==> src/hw/rtl/lps_pkg.sv <==
// Shared types and constants for the Legendre series evaluator.
// Used by lps_head, lps_cell, the top level and the testbench; no dependencies.
`timescale 1ns / 1ps

package lps_pkg;

  localparam int MaxOrderDefault = 63;

  // Q1.16 point limits and Q2.30 unity
  localparam logic signed [17:0] XOne   = 18'sd65536;
  localparam logic signed [31:0] Q30One = 32'sd1073741824;

  // reciprocal table scale, Q0.24
  localparam int RecipOne = 1 << 24;

  // register map, indexed by paddr[2]
  localparam logic RegHighestOrder = 1'b0;
  localparam logic RegOnlyHighest  = 1'b1;

  // recurrence operands handed from one order to the next
  typedef struct packed {
    logic               v;
    logic signed [17:0] x;
    logic signed [31:0] p1;
    logic signed [31:0] p0;
    logic [5:0]         top;
    logic               single;
    logic               clamped;
  } link_t;

  // one result slot of the result shift line
  typedef struct packed {
    logic               v;
    logic [5:0]         order;
    logic signed [31:0] value;
    logic               last;
    logic               clamped;
  } res_t;

endpackage

==> src/hw/rtl/lps_head.sv <==
// Head of the chain: clamps the point, emits P0 and P1, seeds the first cell.
// Depends on lps_pkg.
`timescale 1ns / 1ps

module lps_head #(
  parameter int MAX_ORDER = lps_pkg::MaxOrderDefault
) (
  input  logic               clk,
  input  logic               rst,
  input  logic               adv,
  input  logic               accept,
  input  logic signed [17:0] x_point,
  input  logic [5:0]         highest_order,
  input  logic               only_highest,
  output lps_pkg::link_t     data_out,
  output lps_pkg::res_t      res_out
);

  logic signed [17:0] x_c;
  logic               clamp_c;
  logic [5:0]         top_c;

  logic signed [17:0] hx;
  logic               hclamp;
  logic [5:0]         htop;
  logic               hsingle;
  logic               hv;
  logic               p1_pend;
  lps_pkg::res_t      res;
  logic signed [31:0] p1_val;

  always_comb begin
    x_c     = x_point;
    clamp_c = 1'b0;
    if (x_point > lps_pkg::XOne) begin
      x_c     = lps_pkg::XOne;
      clamp_c = 1'b1;
    end else if (x_point < -lps_pkg::XOne) begin
      x_c     = -lps_pkg::XOne;
      clamp_c = 1'b1;
    end
    top_c = (highest_order > 6'(MAX_ORDER)) ? 6'(MAX_ORDER) : highest_order;
  end

  // P1 = x in Q2.30
  assign p1_val = 32'(hx) <<< 14;

  always_ff @(posedge clk) begin
    if (adv && accept) begin
      hx      <= x_c;
      hclamp  <= clamp_c;
      htop    <= top_c;
      hsingle <= only_highest;
    end
  end

  always_ff @(posedge clk) begin
    if (rst) begin
      hv      <= 1'b0;
      p1_pend <= 1'b0;
      res     <= '0;
    end else if (adv) begin
      if (accept) begin
        hv          <= (top_c >= 6'd2);
        p1_pend     <= (top_c >= 6'd1);
        res.v       <= !only_highest || (top_c == 6'd0);
        res.order   <= 6'd0;
        res.value   <= lps_pkg::Q30One;
        res.last    <= (top_c == 6'd0);
        res.clamped <= clamp_c;
      end else begin
        hv          <= 1'b0;
        p1_pend     <= 1'b0;
        res.v       <= p1_pend && (!hsingle || (htop == 6'd1));
        res.order   <= 6'd1;
        res.value   <= p1_val;
        res.last    <= (htop == 6'd1);
        res.clamped <= hclamp;
      end
    end
  end

  always_comb begin
    data_out.v       = hv;
    data_out.x       = hx;
    data_out.p1      = p1_val;
    data_out.p0      = lps_pkg::Q30One;
    data_out.top     = htop;
    data_out.single  = hsingle;
    data_out.clamped = hclamp;
  end

  assign res_out = res;

endmodule

==> config.mk <==
export PLATFORM = sky130hd
export DESIGN_NAME = lps_head
export DESIGN_NICKNAME = d
export VERILOG_FILES = /design/src/hw/rtl/lps_pkg.sv /design/src/hw/rtl/lps_head.sv
export SDC_FILE = /design/constraint.sdc
export NUM_CORES = 1
export LEC_CHECK = 0
export ABC_AREA = 1
export CAP_MARGIN = 20
export CELL_PAD_IN_SITES_DETAIL_PLACEMENT = 2
export CELL_PAD_IN_SITES_GLOBAL_PLACEMENT = 2
export CORE_MARGIN = 2
export CORE_UTILIZATION = 34
export DETAILED_ROUTE_END_ITERATION = 12
export DONT_BUFFER_PORTS = 1
export PLACE_DENSITY_LB_ADDON = 0.15
export SLEW_MARGIN = 20
export SYNTH_ARGS = -nofsm -noshare
export SYNTH_HDL_FRONTEND = slang
export SYNTH_SLANG_ARGS = --single-unit
export TNS_END_PERCENT = 1
==> constraint.sdc <==
create_clock -name clk -period 1.6 [get_ports clk]
set_clock_uncertainty 0.15 [all_clocks]
set_input_delay 0.16 -clock clk [delete_from_list [all_inputs] [get_ports clk]]
set_output_delay 0.16 -clock clk [all_outputs]
set_load 0.05 [all_outputs]
==> results.py <==
metrics = {
    "outcome": {
        "status": "complete, no violations",
    },
    "timing": {
        "finalSetupViolCount": 0,
        "finalWorstSetupSlack_ns": 0.123,
        "fin_crit_sh_pct": 92.3,
        "worst_slew_pin_slew_ns": 0.779,
        "tns_ns": 0,
        "drv_slew": 0,
        "slew_headroom_pct": 48.1,
        "layout_min_cycle_time_ns": 1.48,
        "rsz0062_at_grt": "no",
        "final_hold_viol_count": 0,
        "fmax_mhz": 677,
    },
    "critical_path": {
        "cp_max_fo": 2,
        "max_stage_delay_ns": 0.55,
        "worstPathCellList": "buf_4 > nand2_1 > a21oi_1 > dlygate4sd3_1",
        "start_kind": "flip-flop",
        "setup.worst_path.class": "flip-flop to flip-flop",
        "cp_slowest_cell": "dlygate4sd3_1",
        "critPathRequiredTime_ns": 1.70,
        "crit_path_end_kind": "flip-flop",
        "crit_arrival_ns": 1.57,
    },
    "routing": {
        "drc_errors": 0,
        "drtIter0Drc": 35,
        "ant_nets": 0,
        "wirelength_mm": 6.30,
        "vias": 1835,
        "firstDrtPassIters": 4,
        "drt-vias-per-instance": 4.03,
        "routedWlPerCell_um": 13.8,
    },
    "clock_network": {
        "clockBufferDepth": 2,
        "clock_sinks": 50,
        "cts_buffers": 5,
        "cts_root_buffer": "clkbuf_8",
        "cts_max_level": 2,
        "clock_latency_ns": 0.30,
        "postCtsSetupBuffers": 0,
        "cts.clk_slew.worst_paths_ns": 0.09,
        "cts_tree": "yes",
    },
    "die": {
        "std_cell_rows": 32,
        "die-height_um": 92.5,
        "top_level_ports": 161,
        "initial_core_util_pct": 34.8,
        "dieArea_mm2": 0.00855,
        "core-area_mm2": 0.00765,
        "die_width_um": 92.5,
    },
    "place": {
        "buffer_ports.inserted": 0,
        "hpwl_mm": 4.64,
        "place_area_mm2": 0.00272,
        "dp_worst_setup_slack_ns": 0.195,
        "gp_congestion": 0.719,
    },
    "finish": {
        "final_area_mm2": 0.00309,
        "final_common_cell": "conb_1",
        "synthToLayoutAreaGrowth_pct": 16.3,
        "nNetsFinal": 381,
        "nFillCells": 880,
        "mostFrequentLayoutCells": "65 x conb_1, 55 x buf_4, 53 x nand2_1",
        "layout-drive-gt1-share_pct": 20.7,
        "diodes": 0,
    },
    "global_route": {
        "globalRouteTotalUtil_pct": 14.8,
        "grt_pass1_vias": 1882,
        "antenna_found_initial": 0,
        "grt-ovfl-total": 0,
        "grt_pass1_wl_mm": 9.85,
        "grt_max_degree": 22,
    },
    "min_path": {
        "hold_class": "primary input to flip-flop",
    },
    "synthesis": {
        "synth_area_mm2": 0.00266,
        "ys_seq_elements": 50,
        "syn_area_per_cell_um2": 8.96,
        "synthCells": 297,
        "synth_warnings": 0,
        "synth_cell_type_count": 20,
        "seq_area_frac_synth_pct": 47.4,
    },
    "pwr": {
        "power_density_mw_per_mm2": 1050,
        "leakagePower_uw": 0.00143,
        "ir_worst_vdd_mv": 0.320,
    },
    "job": {
        "maxCapViolCount": 0,
    },
}
[worst paths after layout]
path                startpoint           to  slack [ns]  cells after the start
setup / recovery   res_out[22]  res_out[22]        0.12                      4
hold / removal    only_highest  res_out[40]       0.007                      5
setup reg to reg   res_out[22]  res_out[22]        0.12                      4
hold reg to reg    res_out[27]  res_out[27]        0.32                      2
[cells in the mapped netlist, drive strengths merged]
master,instances,area (um2)
a21oi,20,100
clkbuf,10,37.5
a22o,1,8.76
o221a,1,11.3
nor2,34,195
buf,89,678
dfxtp,24,480
o21ai,4,20.0
inv,26,97.6
edfxtp,26,781
conb,2,7.51
nand3,4,20.0
nand4,1,6.26
nand2,55,216
[cell type report]
cell class	instances	area, um2	share of cell area, %
clock buffer	5	68.8	2.22
clock inverter	3	11.3	0.364
inverter	26	97.6	3.15
multi-input combinational	185	822	26.6
sequential	50	1260	40.8
tap	102	128	4.12
timing repair buffer	84	706	22.8
[cell families (layout without fill, tap and decap cells)]
family          Yosys count  after routing  synth area share (%)
other cells               2             65                 0.282
flops                    50             50                  47.4
compound gates           26             26                  5.27
buf+inv                 125            118                  30.6
simple gates             94             94                  16.5
[power by group]
part	switching (uW)	internal (uW)	total [uW]
Clock	395	293	688
Combinational	876	195	1070
Sequential	43.0	1430	1480
[metal layers]
metal  routed length, um  track usage (%)  vias up
met5                   0                0        -
met1                2560             17.9      870
li1                    -                -      873
met4                  94             5.35        0
met2                3190             25.7       85
met3                 455             3.34        7
[stage by stage]
step | instances | utilization (%) | hold WS [ns] | power [uW]
3_5_place_dp | 418 | 35.6 | 0.0851 | 2510
6_report | 455 | 40.5 | 0.00687 | 3230
3_3_place_gp | 418 | 35.6 | 0.0834 | 2500
2_1_floorplan | 360 | - | 0.109 | 2530
5_1_grt | 455 | 40.5 | 0.0170 | 3380
4_1_cts | 455 | 40.4 | 0.0000794 | 3270
[critical path: cells and delay by family (launching register included)]
kind            cells  cell delay [ns]
compound gates      1             0.14
buf+inv             2             0.75
simple gates        1             0.07
flops               1             0.32
[sequential cells by signal (all words and copies together) (netlist names)]
register	cells
res_out	22
p1_pend	1
hv	1
hx	18
hsingle	1
hclamp	1
htop	6
[repair_timing]
item | 4_1_cts | 5_1_grt
endpoints found under the hold margin | 49 | 0
hold buffers | 29 | 0
gates resized for setup | 0 | 1
endpoints found under the setup margin | 0 | 4
Note: power is estimated with default switching activity, not from simulation.
