$ cat config.mk
export PLATFORM = sky130hd
export DESIGN_NAME = lps_cell
export DESIGN_NICKNAME = d
export VERILOG_FILES = /design/src/hw/rtl/lps_pkg.sv /design/src/hw/rtl/lps_cell.sv
export SDC_FILE = /design/constraint.sdc
export NUM_CORES = 2
export LEC_CHECK = 0
export ABC_AREA = 1
export BUFFER_PORTS_ARGS = -buffer_cell sky130_fd_sc_hd__buf_2
export CAP_MARGIN = 20
export CORE_UTILIZATION = 45
export CTS_BUF_LIST = sky130_fd_sc_hd__clkbuf_4 sky130_fd_sc_hd__clkbuf_8
export DETAILED_ROUTE_END_ITERATION = 7
export PLACE_DENSITY = 0.64
export SYNTH_ARGS = -nofsm -noshare
export SYNTH_HDL_FRONTEND = slang
export SYNTH_SLANG_ARGS = --single-unit
$ cat constraint.sdc
create_clock -name clk -period 8.3 [get_ports clk]
set_clock_uncertainty 0.15 [all_clocks]
set_input_delay 1.66 -clock clk [delete_from_list [all_inputs] [get_ports clk]]
set_output_delay 1.66 -clock clk [all_outputs]
set_load 0.02 [all_outputs]
$ cat src/hw/rtl/lps_pkg.sv
// Shared types and constants for the Legendre series evaluator.
// Used by lps_head, lps_cell, the top level and the testbench; no dependencies.
`timescale 1ns / 1ps

package lps_pkg;

  localparam int MaxOrderDefault = 63;

  // Q1.16 point limits and Q2.30 unity
  localparam logic signed [17:0] XOne   = 18'sd65536;
  localparam logic signed [31:0] Q30One = 32'sd1073741824;

  // reciprocal table scale, Q0.24
  localparam int RecipOne = 1 << 24;

  // register map, indexed by paddr[2]
  localparam logic RegHighestOrder = 1'b0;
  localparam logic RegOnlyHighest  = 1'b1;

  // recurrence operands handed from one order to the next
  typedef struct packed {
    logic               v;
    logic signed [17:0] x;
    logic signed [31:0] p1;
    logic signed [31:0] p0;
    logic [5:0]         top;
    logic               single;
    logic               clamped;
  } link_t;

  // one result slot of the result shift line
  typedef struct packed {
    logic               v;
    logic [5:0]         order;
    logic signed [31:0] value;
    logic               last;
    logic               clamped;
  } res_t;

endpackage

$ cat src/hw/rtl/lps_cell.sv
// One recurrence cell: computes P_ORDER from P_ORDER-1 and P_ORDER-2 in five
// registered steps and forwards a slot of the result shift line. Depends on lps_pkg.
`timescale 1ns / 1ps

module lps_cell #(
  parameter int ORDER = 2
) (
  input  logic           clk,
  input  logic           rst,
  input  logic           adv,
  input  lps_pkg::link_t data_in,
  input  lps_pkg::res_t  res_in,
  output lps_pkg::link_t data_out,
  output lps_pkg::res_t  res_out
);

  localparam logic signed [7:0]  OddCoef   = 8'(2 * ORDER - 1);
  localparam logic signed [7:0]  PrevCoef  = 8'(ORDER - 1);
  localparam int                 Recip     = (lps_pkg::RecipOne + ORDER / 2) / ORDER;
  localparam logic [23:0]        RecipU    = 24'(Recip);
  localparam logic signed [24:0] RecipS    = 25'(Recip);
  localparam logic [5:0]         OrderCode = 6'(ORDER);
  localparam logic signed [56:0] HalfA     = 57'sd32768;
  localparam logic signed [65:0] HalfR     = 66'sd8388608;
  localparam logic signed [41:0] SatHi     = 42'sd1073741824;

  // operands held for the whole item
  logic signed [17:0] hx;
  logic signed [24:0] hxk;
  logic signed [31:0] hp1;
  logic signed [31:0] hp0;
  logic [5:0]         htop;
  logic               hsingle;
  logic               hclamp;

  logic               s0_v, s1_v, s2_v, s3_v, out_v;
  logic signed [56:0] a;
  logic signed [37:0] q;
  logic signed [39:0] d;
  logic signed [44:0] ph;
  logic [43:0]        pl;
  logic               dneg;
  logic signed [31:0] pn;
  lps_pkg::res_t      res;

  logic signed [56:0] a_rnd;
  logic signed [39:0] d_next;
  logic signed [65:0] sum;
  logic signed [65:0] sum_rnd;
  logic signed [41:0] rq;
  logic signed [31:0] pn_next;
  logic               emit;

  // round to nearest, ties away from zero: add half, less one when negative
  always_comb begin
    a_rnd  = a + HalfA - 57'(a[56]);
    d_next = $signed(a_rnd[55:16]) - 40'(q);
  end

  always_comb begin
    sum     = (66'(ph) <<< 20) + $signed({22'd0, pl});
    sum_rnd = sum + HalfR - 66'(dneg);
    rq      = $signed(sum_rnd[65:24]);
    if (rq > SatHi) begin
      pn_next = lps_pkg::Q30One;
    end else if (rq < -SatHi) begin
      pn_next = -lps_pkg::Q30One;
    end else begin
      pn_next = rq[31:0];
    end
    emit = (OrderCode <= htop) && (!hsingle || (OrderCode == htop));
  end

  always_ff @(posedge clk) begin
    if (adv) begin
      if (data_in.v) begin
        hx      <= data_in.x;
        hxk     <= 25'(data_in.x) * 25'(OddCoef);
        hp1     <= data_in.p1;
        hp0     <= data_in.p0;
        htop    <= data_in.top;
        hsingle <= data_in.single;
        hclamp  <= data_in.clamped;
      end
      a    <= 57'(hxk) * 57'(hp1);
      q    <= 38'(hp0) * 38'(PrevCoef);
      d    <= d_next;
      // signed upper half times reciprocal, unsigned lower half times reciprocal
      ph   <= 45'($signed(d[39:20])) * 45'(RecipS);
      pl   <= 44'(d[19:0]) * 44'(RecipU);
      dneg <= d[39];
      if (s3_v) begin
        pn <= pn_next;
      end
    end
  end

  always_ff @(posedge clk) begin
    if (rst) begin
      s0_v  <= 1'b0;
      s1_v  <= 1'b0;
      s2_v  <= 1'b0;
      s3_v  <= 1'b0;
      out_v <= 1'b0;
      res   <= '0;
    end else if (adv) begin
      s0_v  <= data_in.v;
      s1_v  <= s0_v;
      s2_v  <= s1_v;
      s3_v  <= s2_v;
      out_v <= s3_v && (OrderCode < htop);
      // own result never meets a passing one: their arrival times differ
      if (s3_v && emit) begin
        res.v       <= 1'b1;
        res.order   <= OrderCode;
        res.value   <= pn_next;
        res.last    <= (OrderCode == htop);
        res.clamped <= hclamp;
      end else begin
        res <= res_in;
      end
    end
  end

  always_comb begin
    data_out.v       = out_v;
    data_out.x       = hx;
    data_out.p1      = pn;
    data_out.p0      = hp1;
    data_out.top     = htop;
    data_out.single  = hsingle;
    data_out.clamped = hclamp;
  end

  assign res_out = res;

endmodule

==> out/qor.yml <==
status:
  status: "completed"
global_route:
  antenna_found_initial: 3
  grt_pass1_vias: 37300
  grt_usage_pct: 23.6
  grt.overflow.total: 0
  grt_pass1_wl_um: 193000
  grt_max_degree: 73
placed_design:
  numPortBuffers: 266
  place_ws_ps: 416
  gp_congestion: 0.936
  hpwl_um: 100000
sta:
  holdWs_ps: 258
  fmax_mhz: 127
  drv_slew: 0
  fin_tns_setup_ps: 0
  fin_crit_ps: 7860
  finalHoldViolations: 0
  setup_viol: 0
  fin_crit_sh_pct: 94.7
  slew_headroom_pct: 29.3
  fin_ws_ps: 436
  rsz0062_at_grt: "no"
  worstMarginPinSlew_ps: 1060
setup_path:
  cp_top_family: "adder cells"
  cp_common_cell: "fa_1"
  crit_path_end_kind: "flop"
  crit_required_ps: 8560
  cpPeakStageDelay_ps: 790
  critPathKind: "reg -> reg"
  critical_path_buf_inv_count: 7
  cp_data_arrival_time_ps: 8130
  start_kind: "flop"
  cp_slowest_cell: "edfxtp_1"
  path_max_fanout: 21
min_path:
  hold_path.class: "reg -> reg"
logic_synthesis:
  ys_seq_elements: 353
  synth_cell_type_count: 53
  synth-compound-area-share_pct: 6.72
  syn_nets: 6817
  synth_edf_count: 307
  synth_xor_area_share_pct: 3.19
  synth-simple-area-share_pct: 16.8
  ys.flop_type: "edfxtp_1"
  async_reset_ff_share_pct: 0
  synth_top_family_by_area: "adder cells"
  ys_seq_area_share_pct: 22.0
  syn_area_sq_mm: 0.0462
  synth_mux_area_share_pct: 0
  yosysWarnings: 0
  avgSynthCellArea_sq_um: 8.08
  synthCells: 5715
  synthAdderAreaFrac_pct: 37.1
cells_and_area:
  area_growth_pct: 9.55
  final_layout_size_suffix_gt1_share_pct: 9.14
  final_util_pct: 49.7
  layout.nets: 7059
clock_tree:
  clk-insertion-delay-late_ps: 710
  numCtsBuffers: 68
  h-tree-depth: 3
  clk_path_buf_depth: 3
  hold_buffers: 0
  cts_tree: "built"
  cts.clk_slew.worst_paths_ps: 60
  cts.sinks: 353
  clockRootBuffer: "clkbuf_8"
detailed_routing:
  wl_per_cell_um: 16.4
  ant_nets: 0
  via_per_inst: 4.91
  wirelength_um: 121000
  drc_errors: 0
  vias: 36200
  drt_iter0_markers: 2108
  drt-pass1-iter-count: 5
die:
  num_io_pins: 267
  die_h_um: 322
  core_area_sq_mm: 0.102
  num_rows: 117
  initial_core_util_pct: 45.4
  dieArea_sq_mm: 0.104
  fp.dieW_um: 322
job:
  max-cap-violations: 0
kinds of logic (layout without fill, tap and decap cells):
group,Yosys count,after routing
buffers and inverters,1747,2040
XOR/XNOR,168,168
AND/OR/NAND/NOR,1930,1930
AO/OA/AOI/OAI,550,550
adder cells (fa/ha/maj),967,967
other,0,4
flip-flops,353,353
path summary, 6_finish.rpt:
kind / slack (ps) / cells past startpoint / from / to
worst min-delay path: 260 / 0 / d[0] / pl[23]
worst min register to register: 260 / 0 / d[0] / pl[23]
worst max register to register: 440 / 26 / hxk[15] / a[49]
worst max-delay path: 440 / 26 / hxk[15] / a[49]
Yosys cell counts, types with 26 or more instances:
cell | instances | area [sq um]
inv_1 | 1569 | 5890
nand3_1 | 99 | 495
xor2_1 | 97 | 850
o21ai_0 | 111 | 556
clkbuf_1 | 149 | 559
nand2_1 | 1366 | 5130
fa_1 | 670 | 13400
dfxtp_1 | 46 | 921
nor2_1 | 327 | 1230
edfxtp_1 | 307 | 9220
ha_1 | 297 | 3720
nand4_1 | 39 | 244
nand2_2 | 26 | 163
a21oi_1 | 295 | 1480
a31oi_1 | 41 | 257
xnor2_1 | 71 | 622
area by class of cell:
cell class                      instances  area [sq um]
Timing Repair Buffer                  334          1900
Sequential cell                       353         10100
Antenna cell                            4          10.0
Inverter                             1585          5950
Fill cell                            9958         51100
Clock buffer                           98          1190
Multi-Input combinational cell       3615         29500
Clock inverter                         23           250
Tap cell                             1368          1710
metrics by stage:
| stage | cells | instance area [sq um] |
|---|---|---|
| final | 7380 | 50600 |
| after global routing | 7379 | 50600 |
| after CTS | 7365 | 50500 |
| after detailed placement | 7244 | 49000 |
| after global placement | 7244 | 49000 |
| after floorplan | 5715 | 46200 |
state kept, by name (all words and copies together) (netlist names):
| register | flops |
|---|---|
| a | 53 |
| res_out | 41 |
| d | 40 |
| hp0 | 32 |
| hp1 | 32 |
| pn | 32 |
| q | 32 |
| hxk | 20 |
| pl | 20 |
| ph | 19 |
| hx | 18 |
| htop | 6 |
| dneg | 1 |
| hclamp | 1 |
| hsingle | 1 |
| out_v | 1 |
| s0_v | 1 |
| s1_v | 1 |
| s2_v | 1 |
| s3_v | 1 |
cell usage in the layout (no fill, tap or decap), types with 8 or more instances in the layout:
cell type | netlist | routed
inv_1 | 1569 | 1568
nand2_1 | 1366 | 1366
fa_1 | 670 | 670
nor2_1 | 327 | 327
edfxtp_1 | 307 | 307
ha_1 | 297 | 297
a21oi_1 | 295 | 295
buf_2 | 2 | 265
o21ai_0 | 111 | 111
nand3_1 | 99 | 99
xor2_1 | 97 | 97
clkbuf_8 | 0 | 72
xnor2_1 | 71 | 71
buf_4 | 4 | 64
dfxtp_1 | 46 | 46
a31oi_1 | 41 | 41
nand4_1 | 39 | 39
nand2_2 | 26 | 26
clkbuf_4 | 0 | 26
a21oi_2 | 20 | 20
nor3_1 | 18 | 18
o21a_1 | 16 | 16
a21o_1 | 14 | 14
nor2_2 | 14 | 14
inv_2 | 14 | 14
o21bai_1 | 11 | 11
o211ai_1 | 10 | 10
nor4_1 | 10 | 10
clkinv_2 | 0 | 8
timing repair:
item | 4_1_cts | 5_1_grt
setup buffers | 0 | 10
endpoints found under the setup margin | 0 | 3
gates resized for setup | 0 | 0
layer usage:
layer  global-route usage [%]  vias up  routed length [um]
met5                        0        -                   0
met4                     8.17        0                3790
met3                     3.81      210                6650
met2                     40.6     1014               58500
met1                     29.9    17500               51900
li1                         -    17500                   -
Power is left out: the tool's default activity adds up to more than one toggle a clock period on the data nets, which glitch-free logic cannot reach.
